==> config.mk <==
export PLATFORM = sky130hd
export DESIGN_NAME = http_chunked_body_decoder_flat
export DESIGN_NICKNAME = d
export VERILOG_FILES = /design/src/rtl/hcbd_pkg.sv /design/src/rtl/hcbd_if.sv /design/src/rtl/hcbd_in_reg.sv /design/src/rtl/hcbd_parser.sv /design/src/rtl/http_chunked_body_decoder.sv /design/src/flat_wrapper.sv
export SDC_FILE = /design/constraint.sdc
export NUM_CORES = 1
export LEC_CHECK = 0
export BUFFER_PORTS_ARGS = -buffer_cell sky130_fd_sc_hd__buf_4
export CAP_MARGIN = 20
export CORE_MARGIN = 2
export CORE_UTILIZATION = 30
export CTS_BUF_LIST = sky130_fd_sc_hd__clkbuf_4 sky130_fd_sc_hd__clkbuf_8 sky130_fd_sc_hd__clkbuf_16
export DETAILED_ROUTE_END_ITERATION = 8
export SLEW_MARGIN = 25
export SYNTH_ARGS = -nofsm -noshare
export SYNTH_HDL_FRONTEND = slang
export SYNTH_HIERARCHICAL = 1
export SYNTH_SLANG_ARGS = --single-unit
==> constraint.sdc <==
create_clock -name clk_i -period 6.6 [get_ports clk_i]
set_input_delay 0.66 -clock clk_i [delete_from_list [all_inputs] [get_ports clk_i]]
set_output_delay 0.66 -clock clk_i [all_outputs]
set_load 0.01 [all_outputs]
==> src/rtl/hcbd_pkg.sv <==
// ----------------------------------------------------------------------------
// hcbd_pkg: shared types for the chunked body decoder
// Parser phases, error codes, framing bytes and the hex digit decoder.
// ----------------------------------------------------------------------------
`default_nettype none

package hcbd_pkg;

  typedef enum logic [2:0] {
    PH_SIZE    = 3'd0,
    PH_EXT     = 3'd1,
    PH_SIZE_LF = 3'd2,
    PH_DATA    = 3'd3,
    PH_DATA_CR = 3'd4,
    PH_DATA_LF = 3'd5,
    PH_DONE    = 3'd6,
    PH_ERROR   = 3'd7
  } phase_e;

  typedef enum logic [1:0] {
    ERR_NONE      = 2'd0,
    ERR_DATA_CRLF = 2'd1,
    ERR_BAD_SIZE  = 2'd2,
    ERR_SIZE_LONG = 2'd3
  } err_e;

  localparam logic [7:0] BYTE_CR = 8'h0D;
  localparam logic [7:0] BYTE_LF = 8'h0A;

  // one input word as it sits in the input register
  typedef struct packed {
    logic [7:0] data_byte;
    logic       start_of_body;
  } item_t;

  // one decoded word
  typedef struct packed {
    logic [7:0] payload_byte;
    logic       payload_valid;
    logic       body_done;
    err_e       error_code;
  } result_t;

  typedef struct packed {
    logic       is_hex;
    logic [3:0] value;
  } hex_t;

  function automatic hex_t hex_decode(input logic [7:0] b);
    hex_t r;
    r.is_hex = 1'b1;
    r.value  = 4'd0;
    if (b >= "0" && b <= "9") begin
      r.value = 4'(b - 8'h30);
    end else if (b >= "a" && b <= "f") begin
      r.value = 4'(b - 8'h57);
    end else if (b >= "A" && b <= "F") begin
      r.value = 4'(b - 8'h37);
    end else begin
      r.is_hex = 1'b0;
    end
    return r;
  endfunction

endpackage

`default_nettype wire

==> src/rtl/hcbd_if.sv <==
// ----------------------------------------------------------------------------
// hcbd_if: stream interfaces of the chunked body decoder
// Input channel carries raw body bytes, output channel decoded words.
// ----------------------------------------------------------------------------
`default_nettype none

interface hcbd_in_if;
  logic       valid;
  logic       ready;
  logic [7:0] data_byte;
  logic       start_of_body;

  modport source (output valid, output data_byte, output start_of_body, input ready);
  modport sink   (input valid, input data_byte, input start_of_body, output ready);
endinterface

interface hcbd_out_if;
  logic       valid;
  logic       ready;
  logic [7:0] payload_byte;
  logic       payload_valid;
  logic       body_done;
  logic [1:0] error_code;

  modport source (output valid, output payload_byte, output payload_valid,
                  output body_done, output error_code, input ready);
  modport sink   (input valid, input payload_byte, input payload_valid,
                  input body_done, input error_code, output ready);
endinterface

`default_nettype wire

==> src/rtl/hcbd_in_reg.sv <==
// ----------------------------------------------------------------------------
// hcbd_in_reg: input register
// Holds one accepted word until the parser consumes it.
// ----------------------------------------------------------------------------
`default_nettype none

module hcbd_in_reg (
  input  wire logic          clk_i,
  input  wire logic          rst_ni,
  input  wire logic          push_i,
  input  wire logic          pop_i,
  input  wire hcbd_pkg::item_t item_i,
  output hcbd_pkg::item_t    item_o,
  output logic               valid_o
);

  hcbd_pkg::item_t item_q;
  logic            valid_q, valid_d;

  always_comb begin
    if (push_i) begin
      valid_d = 1'b1;
    end else if (pop_i) begin
      valid_d = 1'b0;
    end else begin
      valid_d = valid_q;
    end
  end

  always_ff @(posedge clk_i or negedge rst_ni) begin
    if (!rst_ni) begin
      valid_q <= 1'b0;
    end else begin
      valid_q <= valid_d;
    end
  end

  always_ff @(posedge clk_i) begin
    if (push_i) begin
      item_q <= item_i;
    end
  end

  assign item_o  = item_q;
  assign valid_o = valid_q;

endmodule

`default_nettype wire

==> src/rtl/hcbd_parser.sv <==
// ----------------------------------------------------------------------------
// hcbd_parser: chunk framing state machine
// Parses size lines, counts payload bytes and checks the CR LF framing.
// ----------------------------------------------------------------------------
`default_nettype none

module hcbd_parser #(
  parameter int SIZE_BITS = 32
) (
  input  wire logic            clk_i,
  input  wire logic            rst_ni,
  input  wire logic            step_i,
  input  wire hcbd_pkg::item_t item_i,
  output hcbd_pkg::result_t    result_o
);

  localparam int MaxDigits = SIZE_BITS / 4;
  localparam int CntW      = $clog2(MaxDigits + 1);

  hcbd_pkg::phase_e phase_q, phase_d, phase_c;
  hcbd_pkg::err_e   err_q, err_d, err_c;
  logic [SIZE_BITS-1:0] left_q, left_d, left_c;
  logic [CntW-1:0]      cnt_q, cnt_d, cnt_c;
  hcbd_pkg::hex_t       hex;
  logic [7:0]           b;

  assign b   = item_i.data_byte;
  assign hex = hcbd_pkg::hex_decode(b);

  // start of body clears the parser before the byte is looked at
  always_comb begin
    if (item_i.start_of_body) begin
      phase_c = hcbd_pkg::PH_SIZE;
      err_c   = hcbd_pkg::ERR_NONE;
      left_c  = '0;
      cnt_c   = '0;
    end else begin
      phase_c = phase_q;
      err_c   = err_q;
      left_c  = left_q;
      cnt_c   = cnt_q;
    end
  end

  // next state
  always_comb begin
    phase_d = phase_c;
    err_d   = err_c;
    left_d  = left_c;
    cnt_d   = cnt_c;
    unique case (phase_c)
      hcbd_pkg::PH_SIZE: begin
        if (hex.is_hex) begin
          if (cnt_c >= CntW'(MaxDigits)) begin
            phase_d = hcbd_pkg::PH_ERROR;
            err_d   = hcbd_pkg::ERR_SIZE_LONG;
          end else begin
            left_d = {left_c[SIZE_BITS-5:0], hex.value};
            cnt_d  = cnt_c + CntW'(1);
          end
        end else if (cnt_c == '0) begin
          phase_d = hcbd_pkg::PH_ERROR;
          err_d   = hcbd_pkg::ERR_BAD_SIZE;
        end else if (b == hcbd_pkg::BYTE_CR) begin
          phase_d = hcbd_pkg::PH_SIZE_LF;
        end else begin
          phase_d = hcbd_pkg::PH_EXT;
        end
      end
      hcbd_pkg::PH_EXT: begin
        if (b == hcbd_pkg::BYTE_CR) begin
          phase_d = hcbd_pkg::PH_SIZE_LF;
        end
      end
      hcbd_pkg::PH_SIZE_LF: begin
        if (b != hcbd_pkg::BYTE_LF) begin
          phase_d = hcbd_pkg::PH_ERROR;
          err_d   = hcbd_pkg::ERR_BAD_SIZE;
        end else if (left_c == '0) begin
          phase_d = hcbd_pkg::PH_DONE;
        end else begin
          phase_d = hcbd_pkg::PH_DATA;
        end
      end
      hcbd_pkg::PH_DATA: begin
        left_d = left_c - SIZE_BITS'(1);
        if (left_c == SIZE_BITS'(1)) begin
          phase_d = hcbd_pkg::PH_DATA_CR;
        end
      end
      hcbd_pkg::PH_DATA_CR: begin
        if (b == hcbd_pkg::BYTE_CR) begin
          phase_d = hcbd_pkg::PH_DATA_LF;
        end else begin
          phase_d = hcbd_pkg::PH_ERROR;
          err_d   = hcbd_pkg::ERR_DATA_CRLF;
        end
      end
      hcbd_pkg::PH_DATA_LF: begin
        if (b == hcbd_pkg::BYTE_LF) begin
          phase_d = hcbd_pkg::PH_SIZE;
          left_d  = '0;
          cnt_d   = '0;
        end else begin
          phase_d = hcbd_pkg::PH_ERROR;
          err_d   = hcbd_pkg::ERR_DATA_CRLF;
        end
      end
      default: begin
      end
    endcase
  end

  // outputs; error code is the one left after this byte
  always_comb begin
    result_o.payload_byte  = 8'h00;
    result_o.payload_valid = 1'b0;
    result_o.body_done     = 1'b0;
    result_o.error_code    = err_d;
    unique case (phase_c)
      hcbd_pkg::PH_DATA: begin
        result_o.payload_byte  = b;
        result_o.payload_valid = 1'b1;
      end
      hcbd_pkg::PH_SIZE_LF: begin
        result_o.body_done = (b == hcbd_pkg::BYTE_LF) && (left_c == '0);
      end
      default: begin
      end
    endcase
  end

  always_ff @(posedge clk_i or negedge rst_ni) begin
    if (!rst_ni) begin
      phase_q <= hcbd_pkg::PH_SIZE;
      err_q   <= hcbd_pkg::ERR_NONE;
      left_q  <= '0;
      cnt_q   <= '0;
    end else if (step_i) begin
      phase_q <= phase_d;
      err_q   <= err_d;
      left_q  <= left_d;
      cnt_q   <= cnt_d;
    end
  end

endmodule

`default_nettype wire

==> src/rtl/http_chunked_body_decoder.sv <==
// ----------------------------------------------------------------------------
// http_chunked_body_decoder: chunked transfer coding body decoder
// Turns a chunked HTTP body byte stream into payload bytes plus status.
// ----------------------------------------------------------------------------
//  channel | dir | handshake     | word
//  in_i    | in  | valid/ready   | data_byte[7:0], start_of_body
//  out_o   | out | valid/ready   | payload_byte[7:0], payload_valid,
//          |     |               | body_done, error_code[1:0]
//
//  One word in, one word out, one word per cycle sustained while the output
//  is not stalled. Path: input register, then parser into output register.
//  The parser state is updated with each advanced byte, so every byte follows the
//  previous one directly.
//  Asynchronous active-low reset clears parser state and both valid flags.
//  A stalled output holds its word; the input register keeps taking a word
//  while the output waits only if it is itself empty.
// ----------------------------------------------------------------------------
`default_nettype none

module http_chunked_body_decoder #(
  parameter int SIZE_BITS = 32
) (
  input  wire logic   clk_i,
  input  wire logic   rst_ni,
  hcbd_in_if.sink     in_i,
  hcbd_out_if.source  out_o
);

  hcbd_pkg::item_t   in_item, s1_item;
  hcbd_pkg::result_t res, res_q;
  logic              s1_valid, advance, accept;
  logic              out_valid_q, out_valid_d;

  assign in_item.data_byte     = in_i.data_byte;
  assign in_item.start_of_body = in_i.start_of_body;

  assign advance    = s1_valid && (!out_valid_q || out_o.ready);
  assign in_i.ready = !s1_valid || advance;
  assign accept     = in_i.valid && in_i.ready;

  hcbd_in_reg u_in_reg (
    .clk_i   (clk_i),
    .rst_ni  (rst_ni),
    .push_i  (accept),
    .pop_i   (advance),
    .item_i  (in_item),
    .item_o  (s1_item),
    .valid_o (s1_valid)
  );

  hcbd_parser #(
    .SIZE_BITS (SIZE_BITS)
  ) u_parser (
    .clk_i    (clk_i),
    .rst_ni   (rst_ni),
    .step_i   (advance),
    .item_i   (s1_item),
    .result_o (res)
  );

  always_comb begin
    if (advance) begin
      out_valid_d = 1'b1;
    end else if (out_o.ready) begin
      out_valid_d = 1'b0;
    end else begin
      out_valid_d = out_valid_q;
    end
  end

  always_ff @(posedge clk_i or negedge rst_ni) begin
    if (!rst_ni) begin
      out_valid_q <= 1'b0;
    end else begin
      out_valid_q <= out_valid_d;
    end
  end

  always_ff @(posedge clk_i) begin
    if (advance) begin
      res_q <= res;
    end
  end

  assign out_o.valid         = out_valid_q;
  assign out_o.payload_byte  = res_q.payload_byte;
  assign out_o.payload_valid = res_q.payload_valid;
  assign out_o.body_done     = res_q.body_done;
  assign out_o.error_code    = res_q.error_code;

endmodule

`default_nettype wire

==> src/flat_wrapper.sv <==
// flat-port wrapper written by rule: the top's interface ports become plain ports
module http_chunked_body_decoder_flat 
#(
  parameter int SIZE_BITS = 32
)
  (clk_i, rst_ni, in_i_valid, in_i_data_byte, in_i_start_of_body, in_i_ready, out_o_valid, out_o_payload_byte, out_o_payload_valid, out_o_body_done, out_o_error_code, out_o_ready);
  hcbd_in_if in_i_i ();
  hcbd_out_if out_o_i ();
  input  wire logic clk_i;
  input  wire logic rst_ni;
  input wire logic [$bits(in_i_i.valid)-1:0] in_i_valid;
  input wire logic [$bits(in_i_i.data_byte)-1:0] in_i_data_byte;
  input wire logic [$bits(in_i_i.start_of_body)-1:0] in_i_start_of_body;
  output wire logic [$bits(in_i_i.ready)-1:0] in_i_ready;
  output wire logic [$bits(out_o_i.valid)-1:0] out_o_valid;
  output wire logic [$bits(out_o_i.payload_byte)-1:0] out_o_payload_byte;
  output wire logic [$bits(out_o_i.payload_valid)-1:0] out_o_payload_valid;
  output wire logic [$bits(out_o_i.body_done)-1:0] out_o_body_done;
  output wire logic [$bits(out_o_i.error_code)-1:0] out_o_error_code;
  input wire logic [$bits(out_o_i.ready)-1:0] out_o_ready;
  assign in_i_i.valid = in_i_valid;
  assign in_i_i.data_byte = in_i_data_byte;
  assign in_i_i.start_of_body = in_i_start_of_body;
  assign in_i_ready = in_i_i.ready;
  assign out_o_valid = out_o_i.valid;
  assign out_o_payload_byte = out_o_i.payload_byte;
  assign out_o_payload_valid = out_o_i.payload_valid;
  assign out_o_body_done = out_o_i.body_done;
  assign out_o_error_code = out_o_i.error_code;
  assign out_o_i.ready = out_o_ready;
  http_chunked_body_decoder #(.SIZE_BITS(SIZE_BITS)) u_core (.clk_i(clk_i), .rst_ni(rst_ni), .in_i(in_i_i), .out_o(out_o_i));
endmodule
# [Word-level counts from Yosys, hierarchy flattened]
# Index checks and enable logic that the tools add are counted.
[word_totals] ff_bits=64 input_bits=13 out_inout_bits=14
[classes] addsub=5 magnitude_cmp=7 eq_ne=9 n_mux=41 n_reduce_logical=15
[op_table] op="2-to-1 mux 32 bit" count=4
[op_table] op="one-hot mux 32 bit (3 select lines)" count=1
[op_table] op="equality test 32 x 1 -> 1 bit, second input constant" count=1
[op_table] op="zero test 32 bit" count=1
[op_table] op="subtractor 32 x 1 -> 32 bit, second input constant" count=1
[op_table] op="2-to-1 mux 4 bit" count=7
[op_table] op="2-to-1 mux 3 bit" count=9
[op_table] op="2-to-1 mux 2 bit" count=9
[op_table] op="one-hot mux 3 bit (6 select lines)" count=1
[op_table] op="equality test 8 x 4 -> 1 bit, second input constant" count=2
[op_table] op=">= comparator 8 x 7 -> 1 bit, second input constant" count=2
[op_table] op="<= comparator 8 x 7 -> 1 bit, second input constant" count=2
[op_table] op=">= comparator 8 x 6 -> 1 bit, second input constant" count=1
[op_table] op="<= comparator 8 x 6 -> 1 bit, second input constant" count=1
[op_table] op="2-to-1 mux 1 bit" count=8
[op_table] op="!= test 8 x 4 -> 1 bit, second input constant" count=1
[op_table] op="one-hot mux 2 bit (4 select lines)" count=1
[op_table] op="one-hot mux 4 bit (2 select lines)" count=1
[op_table] op="subtractor 4 x 3 -> 4 bit, second input constant" count=2
[op_table] op="equality test 3 x 2 -> 1 bit, second input constant" count=2
[op_table] op="equality test 3 bit, second input constant" count=2
[op_table] op="logical AND 1 bit" count=6
[op_table] op="adder 4 x 1 -> 4 bit, second input constant" count=1
[op_table] op=">= comparator 4 bit, second input constant" count=1
[op_table] op="other kinds (7)" count=10

# [Longest topological paths before layout]
# Gate-level depths: netlist (run 1).
[logic_depth] ltp_word=8 mapped_depth=12 mapped_depth_nobuf=9

# [By module]
# The synthesis (run 1) kept the hierarchy.
[modules_own_cells] mod="hcbd_parser" n_inst=1 cells_each=460 area_each_um2=3559.7
[modules_own_cells] mod="http_chunked_body_decoder" n_inst=1 cells_each=19 area_each_um2=429.2
[modules_own_cells] mod="hcbd_in_reg" n_inst=1 cells_each=12 area_each_um2=306.5

# [Worst setup path after synthesis (run 1)]
# Ideal clock, no wire load.
[synth_timing] kind="flip-flop to flip-flop" startpoint="register u_core.u_in_reg.item_q, in the netlist u_core/u_in_reg/item_o[0]" endpoint="register u_core.u_parser.left_q[24]" setup_ns=0.135 t_arrival_ns=2.702 t_required_ns=6.465 path_slack_ns=3.764 path_stages_with_launch=13 path_buffers=3 synth_period_minus_slack_ns=2.836 path_cell_list="edfxtp_1 > clkbuf_1 > inv_1 > clkbuf_1 > clkbuf_1 > nand2_1 > ha_1 > nor3b_1 > a41oi_1 > a21oi_1 > o21a_1 > a31oi_1 > o21ai_0"
[synth_between] elab_chain_len=5 word_cells_on_any_way=12
[synth_lines] item="start, declared" line_no="hcbd_in_reg.sv:17" text="hcbd_pkg::item_t item_q;"
[synth_lines] item="start signal, assigned" line_no="hcbd_in_reg.sv:40" text="item_q <= item_i;"
[synth_lines] item="parallel branches: the longest is 4 deep, another holds subtractor 32 x 1 -> 32 bit"
[synth_lines] item="one-hot mux 32 bit (3 select lines) *" line_no="hcbd_parser.sv:51" text="unique case (phase_c)"
[synth_lines] item="end signal, assigned" line_no="hcbd_parser.sv:142" text="left_q <= left_d;"
[synth_lines] item="end, declared" line_no="hcbd_parser.sv:22" text="logic [SIZE_BITS-1:0] left_q, left_d, left_c;"
# Mark *: on every way between the ends.
# A chain may end at the register's enable or synchronous reset.

# [Final worst setup path (run 1)]
[layout_timing] startpoint="register u_core.u_parser.phase_q[0]" endpoint="register u_core.u_parser.left_q[0]"
[layout_between] elab_chain_len=3 word_cells_on_any_way=5
[layout_lines] item="start, declared" line_no="hcbd_parser.sv:20" text="hcbd_pkg::phase_e phase_q, phase_d, phase_c;"
[layout_lines] item="start signal, assigned" line_no="hcbd_parser.sv:135" text="phase_q <= hcbd_pkg::PH_SIZE;"
[layout_lines] item="start signal, assigned" line_no="hcbd_parser.sv:140" text="phase_q <= phase_d;"
[layout_lines] item="2-to-1 mux 3 bit *" line_no="hcbd_parser.sv:32" text="if (item_i.start_of_body) begin"
[layout_lines] item="equality test 3 bit, or another cell as far along" line_no="hcbd_parser.sv:51"
[layout_lines] item="one-hot mux 32 bit (3 select lines) *" line_no="hcbd_parser.sv:51"
# Mark *: on every way between the ends. The rest lies on a longest branch, timed or not.

==> results of run 1 <==
==> synthesized netlist by cell type, types with 6 or more instances <==
cell	n	share of area, %
nor2_1	50	4.4
dfrtp_1	43	25
nand2_1	43	3.8
a21oi_1	35	4.1
o21ai_0	35	4.1
clkbuf_1	22	1.9
edfxtp_1	21	15
nor3_1	19	2.2
inv_1	17	1.5
nor4_1	11	1.6
a22oi_1	10	1.7
and3_1	9	1.3
mux2i_1	9	2.1
a31oi_1	8	1.2
ha_1	8	2.3
a32oi_1	6	1.2
o22ai_1	6	0.87
or2_2	6	0.87
==> power breakdown <==
part | internal [uW] | switching (uW)
Clock | 365 | 183
Combinational | 336 | 544
Sequential | 541 | 167
Total | 1240 | 895
==> how the worst max path moves through the flow <==
stage                                from                    endpoint  slack, ns  cells past startpoint
3_5_place_dp    u_core/u_in_reg/item_o[0]  u_core/u_parser/left_q[28]       3.35                     10
4_1_cts         u_core/u_in_reg/item_o[0]  u_core/u_parser/left_q[28]       3.31                     10
5_1_grt        u_core/u_parser/phase_q[0]  u_core/u_parser/left_q[24]       2.95                      7
3_3_place_gp    u_core/u_in_reg/item_o[0]  u_core/u_parser/left_q[28]       3.37                     10
6_report       u_core/u_parser/phase_q[0]   u_core/u_parser/left_q[0]       3.32                      7
2_1_floorplan   u_core/u_in_reg/item_o[0]  u_core/u_parser/left_q[24]       3.76                     12
==> stage by stage <==
step                      cell area (um^2)  total power (uW)  worst slack [ns]  util [%]
final                                 4949              2136             3.323     35.51
after global routing                  4949              2280             2.955     35.51
after CTS                             4938              2127             3.309     35.44
after detailed placement              4603              1573             3.350     33.03
after global placement                4603              1566             3.370     33.03
after floorplan                       4295              1308             3.764         -
==> layout make-up <==
type	count	area (um^2)	area share, %
timing repair buffer	32	237.7	4.804
tap	180	225.2	4.551
sequential	64	1707	34.49
clock buffer	9	225.2	4.551
inverter	17	63.81	1.290
multi-input combinational	379	2380	48.09
clock inverter	7	110.1	2.225
==> cells by family after synthesis <==
logic type | synth area share (%)
simple gates | 21.76
fa+ha+maj | 2.330
compound gates | 27.06
mux | 2.884
flops | 39.73
xor+xnor | 1.224
buf+inv | 5.010
==> worst max-delay path, cell delays in order, from the launching register on <==
cell       delay (ns)
dfrtp_1          0.64
nor2b_1          0.40
nand2_1          0.53
inv_1            0.49
nand2_1          0.51
a21oi_1          0.30
o31a_1           0.16
a2bb2oi_1        0.15
==> registers in the layout, indices dropped and copies added, names as in the netlist <==
register                    count
u_core/u_parser/cnt_q           4
u_core/out_o.valid              1
u_core/u_parser/err_q           2
u_core/u_in_reg/valid_o         1
u_core/out_o.payload_valid      1
u_core/out_o.body_done          1
u_core/u_parser/phase_q         3
u_core/u_parser/left_q         32
u_core/out_o.payload_byte       8
u_core/out_o.error_code         2
u_core/u_in_reg/item_o          9
==> layer usage <==
layer  global-route usage, %  share of wire [%]  up-vias
met5                       0                  0        -
met4                   6.250                1.4        0
met3                   3.480                6.3       13
met2                   25.89                 46      152
met1                   23.35                 46     2002
li1                        -                  -     1880
==> out/results.ini, run 1 <==
[synth]
yosysUniqueCellTypes = 72
synth-edff-count = 21
ys_seq_elements = 64
synth_warnings = 6
async_flop_share_pct = 67.19
synthCells = 491
synth_area_um2 = 4295
syn-mean-instance-area_um2 = 8.748
syn_nets = 512
ys_seq_area_share_pct = 39.73
ys.flop_type = dfrtp_1

[placed_design]
routabilityCongestion = 0.8879
port_buffers = 26
place_hpwl_um = 8294
place_inst = 671

[worst_setup_path]
critPathKind = flop to flop
critPathLaunchType = flop
crit_path_end_kind = flop
r2r-start = u_core/u_parser/phase_q[0]
rrSetupSlack_ns = 3.32
cp_max_fo = 19
cp.arrival_ns = 3.53
critPathRequiredTime_ns = 6.86
r2r_cells = 7
regToRegEndpoint = u_core/u_parser/left_q[0]

[timing]
tightest_slew_ns = 1.019
tns_ns = 0
post-route-period-util_pct = 49.65
hold_viol = 0
relSlewSlack_pct = 31.46
rsz0062_at_grt = false
drv_slew = 0
hold_slack_ns = 0.3327
timing.final.crit_period_ns = 3.277
finalClockSkew_ns = 0.006980
clock.fmax_mhz = 305.2
finalSetupViolCount = 0

[status]
status = complete, no violations

[power]
p_per_area_nw_per_um2 = 431.7
p_leak_uw = 0.001962
peakVddDrop_mv = 0.1550

[floorplanning]
io_pins = 27
start_util_pct = 30.83
dieArea_um2 = 15290
num_rows = 43
core_area_um2 = 13930
die_x_um = 123.7
die_h_um = 123.7

[global_route]
grt_overflow = 0
antenna_found_initial = 0
grt_pass1_wl_um = 20120
grt_pass1_vias = 3905
grt_max_degree = 52
grtUsageTotal_pct = 16.85

[layout]
diodes = 0
layout_common_cells = 50 x nor2_1, 43 x nand2_1, 43 x dfrtp_1, 35 x a21oi_1, 35 x o21ai_0
finalNonFillerCells = 688
fin_nets = 524
syn_to_final_growth_pct = 15.21
layout_commonest_cell = nor2_1
post_route_cells_drive_above_1_share_pct = 13.78
fillers = 1409

[clocking]
ctsHoldBuffers = 0
root_buffer = clkbuf_16
cts.htree.levels = 3
cts_tree = yes
cts.sinks = 64
cts_setup_buffers = 0
cts_buffer_depth = 2
clk_latency_ns = 0.34
post_cts_resized = 0
path_clk_slew_ns = 0.06
numCtsBuffers = 9

[min_path]
holdCritPathClass = input port to asynchronous set/reset pin

[drt]
via_per_inst = 5.882
wire_per_inst_um = 17.73
drtAntennaViolNets = 0
drc = 0
first_pass_iters = 5
drt_iter0_drc = 560
dr_total_vias = 4047
routed_wl_um = 12200

[run]
max_cap_violations = 0

No activity file was read; power rests on OpenSTA's default activity.
==> run 2, diff against run 1 <==
==> constraint.sdc (replaced) <==
create_clock -name clk_i -period 3.3 [get_ports clk_i]
set_input_delay 0.33 -clock clk_i [delete_from_list [all_inputs] [get_ports clk_i]]
set_output_delay 0.33 -clock clk_i [all_outputs]
set_load 0.01 [all_outputs]
==> out/results.ini, run 2 (synthesis results as in run 1) <==
[status]
status = complete, but fails checks
violations = negative hold slack

[layout]
fin_nets = 537  ; +2.5%
fillers = 1383  ; -1.8%
layout_common_cells = 50 x nor2_1, 45 x buf_4, 43 x nand2_1, 43 x dfrtp_1
finalNonFillerCells = 701  ; +1.9%
layout_commonest_cell = nor2_1
utilization_pct = 35.81  ; +0.30 points
post_route_cells_drive_above_1_share_pct = 16.12  ; +2.3 points
diodes = 0  ; unchanged
syn_to_final_growth_pct = 16.17
largest_register_ffs = 32  ; unchanged
regMostFlops = u_core/u_parser/left_q

[global_route]
grt_pass1_vias = 3930  ; +0.64%
grt_max_degree = 44  ; -15%
grtUsageTotal_pct = 17.07  ; +0.21 points
antenna_found_initial = 0  ; unchanged
grt_pass1_wl_um = 20230  ; +0.55%
grt_overflow = 0  ; unchanged

[clocking]
cts.sinks = 64  ; unchanged
numCtsBuffers = 9  ; unchanged
path_clk_slew_ns = 0.06  ; about the same
root_buffer = clkbuf_16
cts_setup_buffers = 0  ; unchanged
cts.htree.levels = 3  ; unchanged
post_cts_resized = 0  ; unchanged
clk_latency_ns = 0.33  ; about the same
cts_tree = yes
cts_buffer_depth = 2  ; unchanged
ctsHoldBuffers = 0  ; unchanged

[timing]
tightest_slew_ns = 0.8319  ; -0.1868 ns
clock.fmax_mhz = 333.9  ; +9.4%
drv_slew = 0  ; unchanged
post-route-period-util_pct = 90.76  ; +41 points
rsz0062_at_grt = false
hold_slack_ns = -0.01034  ; -0.3431 ns
finalClockSkew_ns = 0.005230  ; -0.001751 ns
finalSetupViolCount = 0  ; unchanged
timing.final.crit_period_ns = 2.995  ; -0.2814 ns
relSlewSlack_pct = 43.81  ; +12 points
hold_viol = 5  ; +5
tns_ns = 0  ; unchanged

[worst_setup_path]
worstSetupStartpoint = u_core/u_in_reg/item_o[1]
critPathKind = flop to flop
cp.arrival_ns = 3.21  ; -0.32 ns
cpPeakStageDelay_ns = 0.64  ; about the same
critPathRequiredTime_ns = 3.52  ; -3.34 ns
crit_chain = inv_1, ha_1, or4b_2, or2_2, a31o_2, o21bai_2, a221o_1
cp_slowest_cell = or4b_2
critPathLaunchType = flop
cp_max_fo = 17  ; -2
r2r-start = u_core/u_in_reg/item_o[1]
crit_path_end_kind = flop

[power]
switchingPower_uw = 1795  ; +100%
p_int_uw = 2357  ; +90%
p_per_area_nw_per_um2 = 832.2  ; +93%
p_leak_uw = 0.002000  ; +1.9%
p_clk_share_pct = 21.9  ; -3.8 points
switching_share_pct = 43.23  ; +1.4 points
power_frac_comb_pct = 44.2  ; +3.0 points
p_seq_share_pct = 33.9  ; +0.8 points
peakVddDrop_mv = 0.3065  ; +98%
p_total_uw = 4153  ; +94%

[floorplanning]
die_x_um = 123.7  ; unchanged
die_h_um = 123.7  ; unchanged
num_rows = 43  ; unchanged
io_pins = 27  ; unchanged
core_area_um2 = 13930  ; unchanged
start_util_pct = 30.83  ; unchanged
dieArea_um2 = 15290  ; unchanged

[drt]
drtAntennaViolNets = 0  ; unchanged
drt_iter0_drc = 649  ; +16%
via_per_inst = 5.806  ; -1.3%
dr_total_vias = 4070  ; +0.57%
drc = 0  ; unchanged
wire_per_inst_um = 17.68  ; -0.25%
routed_wl_um = 12400  ; +1.6%
first_pass_iters = 5  ; unchanged

[placed_design]
routabilityCongestion = 0.8739  ; -1.6%
place_inst = 685  ; +2.1%
place_hpwl_um = 8647  ; +4.3%
port_buffers = 26  ; unchanged

[run]
max_cap_violations = 0  ; unchanged

[min_path]
holdCritPathClass = input port to asynchronous set/reset pin

## run 2: cell types whose count changed in the layout (fill, tap and decap cells not counted), moves of 2 or more
cell,delta
buf_4,+14
bufinv_16,-3
clkbuf_4,+3
clkinv_1,-2
## run 2: stage by stage
step / area [um^2] / worst slack, ns / hold WS (ns)
after floorplan: 4295 / 0.4635 / 0.03441
after global placement: 4708 / 0.4208 / 0.3858
after detailed placement: 4708 / 0.3469 / 0.3876
after CTS: 4990 / 0.3352 / 0.02977
after global routing: 4990 / 0.1652 / 0.05880
final: 4990 / 0.3048 / -0.01034
## run 2: per-layer routing
| metal | track usage (%) | vias up | share of wire [%] |
|---|---|---|---|
| met2 | 27.37 | 162 | 47 |
| met5 | 0 | - | 0 |
| met1 | 23.42 | 1986 | 45 |
| met4 | 5.824 | 0 | 1.5 |
| li1 | - | 1907 | - |
| met3 | 2.656 | 15 | 6.3 |
## run 2: area by class of cell
type / instances / area (um^2) / area share (%)
repair buffers: 45 / 337.8 / 6.770
inverters: 17 / 63.81 / 1.279
flip-flops and latches: 64 / 1707 / 34.20
clock inverters: 3 / 20.02 / 0.4012
well taps: 180 / 225.2 / 4.514
clock buffers: 13 / 261.5 / 5.241
multi-input cells: 379 / 2375 / 47.59
## run 2: path summary, 6_finish.rpt
path / endpoint / slack (ns) / depth (start not counted)
worst max-delay path: u_core/u_parser/left_q[18] / 0.30 / 7
worst min-delay path: u_core/out_o.valid / -0.01 / 1
worst max register to register: u_core/u_parser/left_q[18] / 0.30 / 7
worst min register to register: u_core/u_parser/cnt_q[1] / 0.52 / 1
max in group asynchronous: u_core/u_parser/phase_q[2] / 2.87 / 1
min in group clk_i: u_core/u_in_reg/item_o[4] / 0.17 / 1
## run 2: worst max-delay path: cells and delay by family (launching register included)
family	cells	cell delay, ns
AND/OR/NAND/NOR	2	0.98
adder cells (fa/ha/maj)	1	0.19
flip-flops	1	0.43
AO/OA/AOI/OAI	3	1.11
buffers and inverters	1	0.17
## run 2: power groups by stage
stage / Clock, uW / Combinational, uW / Sequential [uW]
2_1_floorplan: 0 / 1320 / 1290
3_3_place_gp: 0 / 1780 / 1410
3_5_place_dp: 0 / 1810 / 1410
4_1_cts: 924 / 1820 / 1400
5_1_grt: 965 / 2020 / 1450
6_report: 908 / 1830 / 1410
==> run 3, diff against run 2 <==
==> constraint.sdc (replaced) <==
create_clock -name clk_i -period 3 [get_ports clk_i]
set_input_delay 0.3 -clock clk_i [delete_from_list [all_inputs] [get_ports clk_i]]
set_output_delay 0.3 -clock clk_i [all_outputs]
set_load 0.01 [all_outputs]
==> out/results.ini, run 3 (synthesis results as in run 1) <==
[status]
status = complete, but fails checks
violations = negative hold slack

[worst_setup_path]
worstSetupStartpoint = u_core/u_in_reg/item_o[1]
crit_chain = inv_1, ha_1, or4b_2, nor3_2, o21ai_0, mux2_2, or3_1, a32o_1
cpPeakStageDelay_ns = 0.65  ; about the same
cp.buffers_inverters = 1  ; unchanged
rrSetupSlack_ns = 0.13  ; -0.17 ns
critPathRequiredTime_ns = 3.23  ; -0.29 ns
r2r_cells = 8  ; +1
r2r-start = u_core/u_in_reg/item_o[1]
critPathLaunchType = flop
critPathKind = flop to flop
cp.arrival_ns = 3.09  ; -0.12 ns
crit_path_end_kind = flop
cp_max_fo = 4  ; -13
crit_family = simple AND/OR/NAND/NOR gates
cp-endpoint = u_core/u_parser/left_q[5]
regToRegEndpoint = u_core/u_parser/left_q[5]
cp_slowest_cell = or4b_2
cp.depth = 8  ; +1

[placed_design]
routabilityCongestion = 0.8778  ; +0.45%
place_hpwl_um = 8994  ; +4.0%
port_buffers = 26  ; unchanged
dpl_cell_area_um2 = 4756  ; +1.0%

[run]
max_cap_violations = 0  ; unchanged

[clocking]
cts_tree = yes
cts_buffer_depth = 2  ; unchanged
numCtsBuffers = 9  ; unchanged
cts.sinks = 64  ; unchanged
root_buffer = clkbuf_16
cts_setup_buffers = 0  ; unchanged
clk_latency_ns = 0.34  ; about the same
post_cts_resized = 0  ; unchanged
path_clk_slew_ns = 0.05  ; about the same
ctsHoldBuffers = 0  ; unchanged
cts.htree.levels = 3  ; unchanged

[floorplanning]
die_h_um = 123.7  ; unchanged
start_util_pct = 30.83  ; unchanged
die_x_um = 123.7  ; unchanged
dieArea_um2 = 15290  ; unchanged
core_area_um2 = 13930  ; unchanged
num_rows = 43  ; unchanged
io_pins = 27  ; unchanged

[timing]
timing.final.crit_period_ns = 2.866  ; -0.1296 ns
hold_slack_ns = -0.02360  ; -0.01326 ns
finalSetupViolCount = 0  ; unchanged
clock.fmax_mhz = 349.0  ; +4.5%
tightest_slew_ns = 0.9965  ; +0.1646 ns
relSlewSlack_pct = 32.70  ; -11 points
finalClockSkew_ns = 0.006556  ; +0.001326 ns
post-route-period-util_pct = 95.52  ; +4.8 points
rsz0062_at_grt = false
drv_slew = 0  ; unchanged
tns_ns = 0  ; unchanged
hold_viol = 43  ; +38

[global_route]
grt_overflow = 0  ; unchanged
grtUsageTotal_pct = 17.66  ; +0.59 points
grt_max_degree = 44  ; unchanged
grt_pass1_wl_um = 20980  ; +3.7%
antenna_found_initial = 0  ; unchanged
grt_pass1_vias = 4080  ; +3.8%

[drt]
via_per_inst = 5.875  ; +1.2%
first_pass_iters = 5  ; unchanged
drtAntennaViolNets = 0  ; unchanged
wire_per_inst_um = 18.30  ; +3.5%
dr_total_vias = 4142  ; +1.8%
routed_wl_um = 12900  ; +4.1%
drc = 0  ; unchanged
drt_iter0_drc = 518  ; -20%

[layout]
syn_to_final_growth_pct = 18.38
post_route_cells_drive_above_1_share_pct = 17.33  ; +1.2 points
diodes = 0  ; unchanged
layout_common_cells = 50 x nor2_1, 48 x buf_4, 43 x nand2_1, 43 x dfrtp_1
largest_register_ffs = 32  ; unchanged
fin_nets = 541  ; +0.74%
layout_commonest_cell = nor2_1
fin_area_um2 = 5085  ; +1.9%
fillers = 1411  ; +2.0%
regMostFlops = u_core/u_parser/left_q

[power]
p_per_area_nw_per_um2 = 929.8  ; +12%
peakVddDrop_mv = 0.3138  ; +2.4%
p_leak_uw = 0.002040  ; +2.0%

[min_path]
holdCritPathClass = input port to asynchronous set/reset pin

==> run 3: changes by cell type in the layout (fill, tap and decap cells not counted), sizes merged <==
cell | before | now
bufinv | 0 | 1
clkinvlp | 2 | 0
clkinv | 1 | 3
clkbuf | 13 | 12
buf | 45 | 49
==> run 3: where the power goes <==
group | switching (uW) | internal [uW]
combinational | 1300 | 848
sequential | 344 | 1190
clock | 370 | 678
total | 2010 | 2720
==> run 3: stage by stage <==
step / util, % / hold WS (ns) / worst slack [ns] / std cells / total power [uW]
global route: 36.49 / 0.01949 / 0.01025 / 705 / 5020
floorplan: - / 0.004409 / 0.1635 / 491 / 2878
global placement: 34.09 / 0.3574 / 0.1532 / 689 / 3562
CTS: 36.27 / 0.004370 / 0.05649 / 705 / 4666
detailed placement: 34.13 / 0.3672 / 0.05659 / 689 / 3607
finish: 36.49 / -0.02360 / 0.1343 / 705 / 4728
==> run 3: worst reg2reg max path: stages (launching register included) <==
cell and delay (ns):
edfxtp_1 0.43, inv_1 0.16, ha_1 0.19, or4b_2 0.65, nor3_2 0.22, o21ai_0 0.17
mux2_2 0.33, or3_1 0.35, a32o_1 0.26
==> run 3: how the worst min path moves through the flow <==
| stage | start | end | cells past startpoint |
|---|---|---|---|
| floorplan | rst_ni | u_core/out_o.valid | 0 |
| global placement | rst_ni | u_core/u_in_reg/valid_o | 1 |
| detailed placement | rst_ni | u_core/u_parser/cnt_q[2] | 1 |
| CTS | rst_ni | u_core/u_parser/cnt_q[1] | 1 |
| global route | rst_ni | u_core/u_parser/cnt_q[1] | 1 |
| finish | rst_ni | u_core/u_parser/cnt_q[1] | 1 |
==> run 3: metal layers <==
layer	up-vias	track usage, %	share of wire [%]
li1	1923	-	-
met1	2030	23.59	46
met2	159	27.85	47
met3	30	2.564	5.0
met4	0	8.878	2.3
met5	-	0	0
==> run 3: final cells by class <==
type / count / area (um^2) / area share, %
timing repair buffer: 49 / 380.4 / 7.480
multi-input combinational: 379 / 2411 / 47.42
tap: 180 / 225.2 / 4.429
sequential: 64 / 1707 / 33.56
inverter: 17 / 63.81 / 1.255
clock buffer: 12 / 254.0 / 4.995
clock inverter: 4 / 43.79 / 0.8612
